**src/rtl/core/dch_pkg.sv**
```systemverilog
// dch_pkg: widths, types, structs and helper functions shared by the
// dominant colour histogram modules. No dependencies.

package dch_pkg;

  localparam int COUNT_BITS = 20;
  localparam int PEAK_BITS  = 20;
  localparam int EPOCH_BITS = 8;
  localparam int CH_BITS    = 8;
  localparam int QNT_BITS   = 5;
  localparam int BIN_BITS   = 3 * QNT_BITS;
  localparam int MINB_BITS  = 10;
  localparam int NUM_BINS   = 1 << BIN_BITS;
  localparam int CNT_EXT    = (COUNT_BITS > PEAK_BITS) ? COUNT_BITS : PEAK_BITS;

  typedef logic [COUNT_BITS-1:0] count_t;
  typedef logic [PEAK_BITS-1:0]  peak_t;
  typedef logic [EPOCH_BITS-1:0] epoch_t;
  typedef logic [BIN_BITS-1:0]   bin_t;
  typedef logic [CH_BITS-1:0]    chan_t;
  typedef logic [MINB_BITS-1:0]  minb_t;

  localparam count_t COUNT_MAX  = {COUNT_BITS{1'b1}};
  localparam peak_t  PEAK_MAX   = {PEAK_BITS{1'b1}};
  localparam epoch_t EPOCH_MAX  = {EPOCH_BITS{1'b1}};
  localparam epoch_t EPOCH_INIT = epoch_t'(1);
  localparam minb_t  MINB_RESET = minb_t'(60);
  localparam chan_t  GREY_LEVEL = chan_t'(128);

  typedef struct packed {
    chan_t red;
    chan_t green;
    chan_t blue;
  } color_t;

  typedef struct packed {
    epoch_t tag;
    count_t cnt;
  } entry_t;

  // bin update side -> colour store
  typedef struct packed {
    logic   wr_en;
    bin_t   wr_bin;
    color_t wr_color;
    logic   rq_valid;
    bin_t   rq_bin;
    logic   rq_fwd;
    color_t rq_fwd_color;
    logic   rq_found;
    peak_t  rq_peak;
  } color_req_t;

  typedef struct packed {
    logic busy;
    logic last_in_s1;
  } upd_status_t;

  typedef struct packed {
    color_t color;
    logic   found;
    peak_t  peak;
  } result_t;

  function automatic bin_t bin_of(color_t c);
    return {c.red[CH_BITS-1 -: QNT_BITS], c.green[CH_BITS-1 -: QNT_BITS],
            c.blue[CH_BITS-1 -: QNT_BITS]};
  endfunction

  function automatic peak_t sat_peak(count_t c);
    logic [CNT_EXT-1:0] ext;
    ext = CNT_EXT'(c);
    if (ext > CNT_EXT'(PEAK_MAX)) return PEAK_MAX;
    return ext[PEAK_BITS-1:0];
  endfunction

endpackage

```
**src/rtl/core/dch_result_fifo.sv**
```systemverilog
// dch_result_fifo: two-entry result queue in front of the output channel.
// Uses dch_pkg.

module dch_result_fifo (
  input  logic             clk,
  input  logic             rst_n,
  input  logic             push_i,
  input  dch_pkg::result_t push_data_i,
  input  logic             pop_i,
  output logic             valid_o,
  output dch_pkg::result_t data_o,
  output logic [1:0]       cnt_o
);

  dch_pkg::result_t slot_r [2];
  logic       wr_ptr_r, rd_ptr_r;
  logic [1:0] cnt_r, cnt_nxt;
  logic       do_pop;

  assign valid_o = (cnt_r != 2'd0);
  assign data_o  = slot_r[rd_ptr_r];
  assign cnt_o   = cnt_r;
  assign do_pop  = pop_i && valid_o;

  always_comb begin
    cnt_nxt = cnt_r;
    if (push_i && !do_pop) cnt_nxt = cnt_r + 2'd1;
    else if (!push_i && do_pop) cnt_nxt = cnt_r - 2'd1;
  end

  always_ff @(posedge clk) begin
    if (!rst_n) begin
      wr_ptr_r <= 1'b0;
      rd_ptr_r <= 1'b0;
      cnt_r    <= 2'd0;
    end else begin
      if (push_i) wr_ptr_r <= ~wr_ptr_r;
      if (do_pop) rd_ptr_r <= ~rd_ptr_r;
      cnt_r <= cnt_nxt;
    end
  end

  always_ff @(posedge clk) begin
    if (push_i) slot_r[wr_ptr_r] <= push_data_i;
  end

`ifndef ASSERT_OFF
  a_no_overflow: assert property (@(posedge clk) disable iff (!rst_n)
    push_i |-> (cnt_r != 2'd2) || do_pop)
    else $error("result pushed into full queue");

  a_cnt_range: assert property (@(posedge clk) disable iff (!rst_n)
    cnt_r != 2'd3)
    else $error("result queue count out of range");
`endif

endmodule

```
**config.mk**
```make
export PLATFORM = sky130hd
export DESIGN_NAME = dch_result_fifo
export DESIGN_NICKNAME = d
export VERILOG_FILES = /design/src/rtl/core/dch_pkg.sv /design/src/rtl/core/dch_result_fifo.sv
export SDC_FILE = /design/constraint.sdc
export NUM_CORES = 1
export LEC_CHECK = 0
export BUFFER_PORTS_ARGS = -buffer_cell sky130_fd_sc_hd__buf_2
export CAP_MARGIN = 10
export CORE_MARGIN = 2
export CORE_UTILIZATION = 55
export DETAILED_ROUTE_END_ITERATION = 6
export PLACE_DENSITY = 0.94
export SLEW_MARGIN = 20
export SYNTH_ARGS = -nofsm -noshare
export SYNTH_HDL_FRONTEND = slang
export SYNTH_SLANG_ARGS = --single-unit
```
**constraint.sdc**
```tcl
create_clock -name clk -period 7.3 [get_ports clk]
set_clock_uncertainty 0.15 [all_clocks]
set_input_delay 1.46 -clock clk [delete_from_list [all_inputs] [get_ports clk]]
set_output_delay 1.46 -clock clk [all_outputs]
set_load 0.02 [all_outputs]
```
==> impl_metrics.env, run 1 <==
export IMPL_status="complete, no violations"
export IMPL_drc=0
export IMPL_worst_slack_ns=3.72
export IMPL_synth_most_common_cell="edfxtp_1"
export IMPL_hold_buffers=0
export IMPL_worst_pin_slew_ns=1.05
export IMPL_clockPowerShare_pct=24.0
export IMPL_ys_seq_area_share_pct=81.0
export IMPL_crit_fanout=45
export IMPL_pre_cts_slack_ns=4.07
export IMPL_ant_nets=0
export IMPL_syn_area_mm2=0.00346
export IMPL_core_area_mm2=0.00599
export IMPL_die_h_um=83.3
export IMPL_synth_cell_types=16
export IMPL_clk_pin_slew_ns=0.08
export IMPL_cts_tree="done"
export IMPL_htreeDepth=3
export IMPL_seqPwrFrac_pct=51.2
export IMPL_yosys_warnings=0
export IMPL_intPower_w=0.000964
export IMPL_place_area_mm2=0.00402
export IMPL_synth_main_ff_cell="edfxtp_1"
export IMPL_max_freq_mhz=280
export IMPL_pwr_share_comb_pct=24.7
export IMPL_fillCellCount=420
export IMPL_cts_sinks=95
export IMPL_cpPeakStageDelay_ns=1.03
export IMPL_syn_nets=211
export IMPL_required_ns=5.69
export IMPL_num_antenna_cells=0
export IMPL_insertion_delay_ns=0.33
export IMPL_via_per_inst=5.12
export IMPL_design_area_mm2=0.00420
export IMPL_syn_inst=161
export IMPL_start_util_pct=57.7
export IMPL_ir_worst_vdd_mv=0.226
export IMPL_ioPinCount=97
export IMPL_worst_setup_path_type="flop to output port"
export IMPL_fin_nets=314
export IMPL_areaGrowthSynthToFinish_pct=21.6
export IMPL_fin_crit_ns=3.58
export IMPL_power_density_mw_per_mm2=320
export IMPL_post_cts_buffers=0
export IMPL_crit_path_start_kind="flop"
export IMPL_dp_hpwl_um=3590
export IMPL_slew_headroom_pct=30.3
export IMPL_grtUsageTotal_pct=16.4
export IMPL_yosys_area_top_type="edfxtp_1"
export IMPL_drive_above_1_share_pct=58.7
export IMPL_ys_seq_elements=95
export IMPL_place_port_buffers=96
export IMPL_hold_viol_final=0
export IMPL_power_leakage_nw=1.58
export IMPL_finalCritPeriodShare_pct=49.0
export IMPL_worstPathArrival_ns=1.97
export IMPL_wl_per_cell_um=15.9
export IMPL_layoutNonFillerInstCount=344
export IMPL_async_flop_share_pct=0
export IMPL_place_congestion=0.673
export IMPL_rsz0062_at_grt="false"
export IMPL_drt_iter0_drc=115
export IMPL_cp_slowest_cell="dfxtp_2"
export IMPL_synth_common_cells="edfxtp_1, mux2_2, dfxtp_1"
export IMPL_finalSetupViolations=0
export IMPL_ctsRootBufferMaster="clkbuf_8"
export IMPL_cts_resized=0
export IMPL_overflow=0
export IMPL_grt_pass1_wl_um=8790
export IMPL_synth_area_leaders="edfxtp_1, mux2_2, dfxtp_1"
export IMPL_synth_edf_count=90
export IMPL_die_w_um=83.3
export IMPL_grt_pass1_vias=1951
export IMPL_finalWirelength_um=5450
export IMPL_p_sw_share_pct=28.3
export IMPL_cap_viol_max_count=0
export IMPL_grt_max_degree=46
export IMPL_hold_path_class="flop to flop"
export IMPL_crit_chain="mux2_2 > buf_2"
export IMPL_routed_via_count=1760
export IMPL_dpl_cell_count=328
export IMPL_power_w=0.00134
export IMPL_rows=28
export IMPL_cts_inserted_buffers=9
export IMPL_endpoint_kind="output port"
export IMPL_clockBufferDepth=2
export IMPL_syn_avg_cell_area_um2=21.5
export IMPL_tns_ns=0
export IMPL_slew_violations=0
export IMPL_yosys_area_top_type_share_pct=78.1
export IMPL_antenna_found_initial=0
export IMPL_p_sw_w=0.000380
export IMPL_dieArea_mm2=0.00694
export IMPL_drtPass1Iterations=4
## power groups by stage
stage | registers (W) | clock network, W | logic [W]
finish | 0.000689 | 0.000323 | 0.000332
global route | 0.000697 | 0.000351 | 0.000354
CTS | 0.000691 | 0.000331 | 0.000337
detailed placement | 0.000702 | 0 | 0.000335
global placement | 0.000700 | 0 | 0.000329
floorplan | 0.000666 | 0 | 0.000270
## registers in the layout (all words and copies together) (netlist names), named ones only
signal,count
slot_r,90
wr_ptr_r,1
rd_ptr_r,1
cnt_o,2
## metal layers
layer | GRT usage, % | wire length (um) | vias to the layer above
met5 | 0 | 0 | -
met4 | 7.45 | 82 | 0
met3 | 4.77 | 348 | 9
met2 | 29.1 | 2990 | 58
met1 | 18.2 | 2030 | 858
li1 | - | - | 835
## area by class of cell
type	instances	area (um^2)	area share (%)
clock inverters	2	35.0	0.833
well taps	75	93.8	2.23
repair buffers	97	488	11.6
multi-input cells	61	631	15.0
clock buffers	14	153	3.63
flip-flops and latches	95	2800	66.7
## path summary, 6_finish.rpt
| kind | startpoint | cells after the start | end | slack [ns] |
|---|---|---|---|---|
| setup / recovery | flop | 2 | data_o[42] | 3.72 |
| setup reg to reg | wr_ptr_r | 2 | slot_r[0][23] | 5.58 |
| hold / removal | cnt_o[1] | 2 | cnt_o[1] | 0.39 |
| hold reg to reg | cnt_o[1] | 2 | cnt_o[1] | 0.39 |
## kinds of logic after synthesis
kind of cell	Yosys count	synth area share [%]
buffers and inverters	5	1.01
and+or+nand+nor	8	1.45
adders and majority gates	1	0.362
AOI/OAI and AO/OA	4	0.723
muxes	45	14.7
xor gates and xnor gates	3	0.760
DFF	95	81.0
## worst max-delay path, delay by kind of cell, from the launching register on
family / cells / cell delay [ns]
flops: 1 / 1.03
buf+inv: 1 / 0.16
mux: 1 / 0.43
## cell usage in the layout (no fill, tap or decap), drive strengths merged
master and count:
nor2b 2, o21a 1, edfxtp 90, xnor2 2, bufinv 1, or3 1
ha 1, clkinv 1, clkbuf 14, o21ai 2, dfxtp 5, xor2 1
or2 1, buf 97, mux2 45, a21boi 1, and2 4
## metrics by stage
stage / hold slack [ns] / util, %
4_1_cts: 0.381 / 70.2
3_3_place_gp: 0.347 / 67.0
5_1_grt: 0.414 / 70.2
3_5_place_dp: 0.366 / 67.0
6_report: 0.385 / 70.2
2_1_floorplan: 0.402 / -
(Power assumes the default switching activity.)
==> run 2: changes to the inputs <==
CORE_UTILIZATION = 51   (was 55)
PLACE_DENSITY = 0.88   (was 0.94)
clock period = 3.3 ns   (was 7.3 ns; I/O delays follow)
==> run 2 against run 1 <==
Sequential share of layout area is 0.55 points lower. Highest routed layer unchanged. Die area up 7.5%. First-iteration DRC count is 31% lower. Via count rose by 0.45%. Clock power up 120%. Core utilization down 6.7 points. Register-to-register slack got worse by 4.0 ns. Flip-flop and latch count did not move.
==> impl_metrics.env, run 2 (synthesis results as in run 1) <==
export IMPL_critical_path_top_delay_family="flip-flops"
export IMPL_layout_common_cells="buf_2, edfxtp_1, mux2_2"
export IMPL_crit_reg2reg_launch="wr_ptr_r"
export IMPL_reg2regPathDepth=2
export IMPL_wl_per_cell_um=16.1
export IMPL_drt_iter0_drc=79
export IMPL_crit_chain="buf_12 > mux2_2 > buf_2"
export IMPL_slew_headroom_pct=58.7
export IMPL_clockBufferDepth=2
export IMPL_fillCellCount=519
export IMPL_ioPinCount=97
export IMPL_grt_pass1_vias=1715
export IMPL_holdWs_ns=0.348
export IMPL_post_cts_buffers=0
export IMPL_multiInputGateArea_um2=629
export IMPL_power_density_mw_per_mm2=709
export IMPL_drc=0
export IMPL_worst_slack_ns=0.666
export IMPL_cpPeakStageDelay_ns=0.71
export IMPL_mostFrequentLayoutCell="buf_2"
export IMPL_regMostFlops="slot_r"
export IMPL_cts_inserted_buffers=9
export IMPL_insertion_delay_ns=0.33
export IMPL_regArea_mm2=0.00280
export IMPL_r2r_end="slot_r[1][14]"
export IMPL_hold_viol_final=0
export IMPL_worstPathArrival_ns=1.82
export IMPL_cp_slowest_cell="dfxtp_2"
export IMPL_hold_depth=1
export IMPL_dieArea_mm2=0.00746
export IMPL_core_area_mm2=0.00668
export IMPL_areaGrowthSynthToFinish_pct=22.6
export IMPL_grtUsageTotal_pct=14.8
export IMPL_slew_violations=0
export IMPL_htreeDepth=3
export IMPL_required_ns=2.49
export IMPL_place_congestion=0.670
export IMPL_rsz0062_at_grt="false"
export IMPL_clk_pin_slew_ns=0.09
export IMPL_endpoint_kind="output port"
export IMPL_hold_buffers=0
export IMPL_via_per_inst=5.04
export IMPL_start_util_pct=51.8
export IMPL_die_w_um=86.3
export IMPL_tns_ns=0
export IMPL_fin_nets=316
export IMPL_worst_pin_slew_ns=0.620
export IMPL_finalSetupViolations=0
export IMPL_antenna_found_initial=0
export IMPL_cp_num_buf_inv=2
export IMPL_finalCritPeriodShare_pct=79.8
export IMPL_power_leakage_nw=1.59
export IMPL_cap_viol_max_count=0
export IMPL_largest_reg_flops=90
export IMPL_overflow=0
export IMPL_ctsRootBufferMaster="clkbuf_8"
export IMPL_worstHoldStart="push_data_i[15]"
export IMPL_finalWirelength_um=5630
export IMPL_cts_tree="done"
export IMPL_num_antenna_cells=0
export IMPL_place_port_buffers=96
export IMPL_cts_sinks=95
export IMPL_die_h_um=86.3
export IMPL_ant_nets=0
export IMPL_hold_path_class="input pin to flop"
export IMPL_routed_via_count=1768
export IMPL_status="complete, no violations"
export IMPL_worst_setup_path_type="flop to output port"
export IMPL_grt_max_degree=47
export IMPL_max_freq_mhz=380
export IMPL_crit_fanout=23
export IMPL_cts_resized=0
export IMPL_drtPass1Iterations=4
export IMPL_ir_worst_vdd_mv=0.508
export IMPL_r2r_slack_ns=1.58
export IMPL_fin_crit_ns=2.63
export IMPL_drive_above_1_share_pct=59.8
export IMPL_min_to="slot_r[0][15]"
export IMPL_crit_path_start_kind="flop"
export IMPL_grt_pass1_wl_um=8110
export IMPL_pre_cts_slack_ns=0.995
export IMPL_dp_hpwl_um=3600
export IMPL_rows=30
-- run 2: metal layers --
| metal | global-route usage, % | share of wire (%) | up-vias |
|---|---|---|---|
| met5 | 0 | 0 | - |
| met4 | 6.39 | 0.83 | 0 |
| met3 | 4.57 | 5.1 | 5 |
| met2 | 26.2 | 52 | 53 |
| met1 | 16.5 | 42 | 866 |
| li1 | - | - | 844 |
-- run 2: power breakdown --
| group | switching, W | internal (W) | total, W |
|---|---|---|---|
| logic | 0.000424 | 0.000369 | 0.000793 |
| registers | 0.0000798 | 0.00141 | 0.00149 |
| clock network | 0.000373 | 0.000351 | 0.000724 |
| total | 0.000877 | 0.00213 | 0.00300 |
-- run 2: worst reg2reg max path: cells and delay by family, from the launching register on --
kind / cells / cell delay [ns]
buf+inv: 1 / 0.48
flops: 1 / 0.39
simple gates: 1 / 0.30
-- run 2: worst max path at each step --
stage / slack (ns) / depth (start not counted) / end / start
6_report: 0.67 / 3 / data_o[38] / flop
5_1_grt: 0.56 / 3 / data_o[38] / flop
4_1_cts: 0.61 / 3 / data_o[38] / flop
3_5_place_dp: 0.99 / 3 / data_o[38] / flop
3_3_place_gp: 1.01 / 3 / data_o[38] / flop
2_1_floorplan: 0.002 / 1 / slot_r[0][0] / push_i
-- run 2: stage by stage --
stage	total power, W	instances	cell area [um^2]	utilization, %
floorplan	0.00207	161	3460	-
global placement	0.00230	335	4050	60.6
detailed placement	0.00232	335	4050	60.6
CTS	0.00304	351	4240	63.4
global route	0.00313	351	4240	63.4
finish	0.00300	351	4240	63.4
-- run 2: cell type report --
cell class,count,area share (%)
Timing Repair Buffer,99,12.2
Multi-Input combinational cell,61,14.8
Clock inverter,5,1.39
Tap cell,80,2.36
Clock buffer,11,3.10
Sequential cell,95,66.1
==> run 3: changes to the inputs <==
clock period = 2.53 ns   (was 3.3 ns; I/O delays follow)
==> run 3 against run 2 <==
Sequential share of layout area down 0.71 points. Critical endpoint is now data_o[10]. Clock power up 42%. Final cell count unchanged. Flip-flop and latch count unchanged. Via count up 0.34%. Register-to-register slack worse by 0.66 ns. Critical path depth unchanged. First-iteration DRC count up 42%. Sequential power up 26%.
==> impl_metrics.env, run 3 (synthesis results as in run 1) <==
export IMPL_hold_buffers=0
export IMPL_max_freq_mhz=466
export IMPL_grt_pass1_vias=1842
export IMPL_drc=0
export IMPL_fin_nets=316
export IMPL_clk_pin_slew_ns=0.09
export IMPL_finalCritPeriodShare_pct=84.9
export IMPL_grt_max_degree=46
export IMPL_holdWs_ns=0.194
export IMPL_grt_pass1_wl_um=8560
export IMPL_worst_pin_slew_ns=0.484
export IMPL_worstPathArrival_ns=1.49
export IMPL_required_ns=1.87
export IMPL_largest_reg_flops=90
export IMPL_start_util_pct=51.8
export IMPL_insertion_delay_ns=0.34
export IMPL_drt_iter0_drc=112
export IMPL_cts_tree="done"
export IMPL_cts_sinks=95
export IMPL_overflow=0
export IMPL_grtUsageTotal_pct=15.6
export IMPL_fillCellCount=494
export IMPL_ir_worst_vdd_mv=0.652
export IMPL_areaGrowthSynthToFinish_pct=23.9
export IMPL_drtPass1Iterations=4
export IMPL_power_leakage_nw=1.61
export IMPL_rows=30
export IMPL_post_cts_buffers=0
export IMPL_place_congestion=0.672
export IMPL_slew_violations=0
export IMPL_dieArea_mm2=0.00746
export IMPL_fin_crit_ns=2.15
export IMPL_core_area_mm2=0.00668
export IMPL_antenna_found_initial=0
export IMPL_ctsRootBufferMaster="clkbuf_8"
export IMPL_endpoint_kind="output port"
export IMPL_cts_inserted_buffers=9
export IMPL_htreeDepth=3
export IMPL_dp_hpwl_um=3690
export IMPL_crit_fanout=45
export IMPL_hold_viol_final=0
export IMPL_tns_ns=0
export IMPL_power_density_mw_per_mm2=935
export IMPL_regMostFlops="slot_r"
export IMPL_drive_above_1_share_pct=59.8
export IMPL_hold_path_class="input pin to flop"
export IMPL_die_h_um=86.3
export IMPL_ant_nets=0
export IMPL_num_antenna_cells=0
export IMPL_ioPinCount=97
export IMPL_clockBufferDepth=2
export IMPL_wl_per_cell_um=15.8
export IMPL_worst_setup_path_type="flop to output port"
export IMPL_routed_via_count=1774
export IMPL_place_port_buffers=96
export IMPL_cts_resized=0
export IMPL_finalSetupViolations=0
export IMPL_mostFrequentLayoutCell="buf_2"
export IMPL_status="complete, no violations"
export IMPL_slew_headroom_pct=67.8
export IMPL_die_w_um=86.3
export IMPL_cap_viol_max_count=0
export IMPL_layout_common_cells="buf_2, edfxtp_1, mux2_2"
export IMPL_via_per_inst=5.05
export IMPL_crit_path_start_kind="flop"
export IMPL_finalWirelength_um=5530
export IMPL_rsz0062_at_grt="false"
-- run 3: cell count changes in the layout (fill, tap and decap cells not counted), sizes merged --
| cell | delta |
|---|---|
| clkbuf | -2 |
| bufinv | +1 |
| clkinv | +1 |
-- run 3: path summary, 6_finish.rpt --
kind                        start            end  slack (ns)  cells past startpoint
hold / removal    push_data_i[11]  slot_r[1][11]        0.19                      1
setup reg to reg         wr_ptr_r   slot_r[1][0]        0.92                      2
setup / recovery             flop     data_o[10]        0.38                      3
hold reg to reg          cnt_o[1]       cnt_o[1]        0.38                      2
-- run 3: power breakdown --
group	internal, W	switching, W	leakage, nW	total, W
clock network	0.000548	0.000480	0.100	0.00103
logic	0.000488	0.000609	0.622	0.00110
registers	0.00183	0.0000454	0.886	0.00188
total	0.00287	0.00113	1.61	0.00400
-- run 3: worst max-delay path, cell delays in order, from the launching register on --
cell	delay (ns)
dfxtp_2	0.34
buf_12	0.23
mux2_2	0.38
buf_2	0.16
-- run 3: per-stage QoR --
step | area (um^2) | setup slack [ns] | cells | power (W) | util, %
finish | 4290 | 0.382 | 351 | 0.00400 | 64.1
global route | 4290 | 0.309 | 351 | 0.00419 | 64.1
CTS | 4290 | 0.370 | 351 | 0.00405 | 64.1
detailed placement | 4070 | 0.688 | 335 | 0.00303 | 61.0
global placement | 4070 | 0.708 | 335 | 0.00300 | 61.0
floorplan | 3460 | 0.238 | 161 | 0.00270 | -
-- run 3: layout make-up --
class | count | area (um^2) | area share [%]
multi-input cells | 61 | 629 | 14.7
repair buffers | 99 | 541 | 12.6
well taps | 80 | 100 | 2.34
clock buffers | 9 | 124 | 2.89
flip-flops and latches | 95 | 2800 | 65.4
clock inverters | 7 | 87.6 | 2.04
-- run 3: layer usage --
metal,routed length (um),GRT usage (%),vias to the layer above
li1,-,-,842
met1,2280,18.1,865
met2,2820,26.3,60
met3,358,5.90,7
met4,80,5.97,0
met5,0,0,-
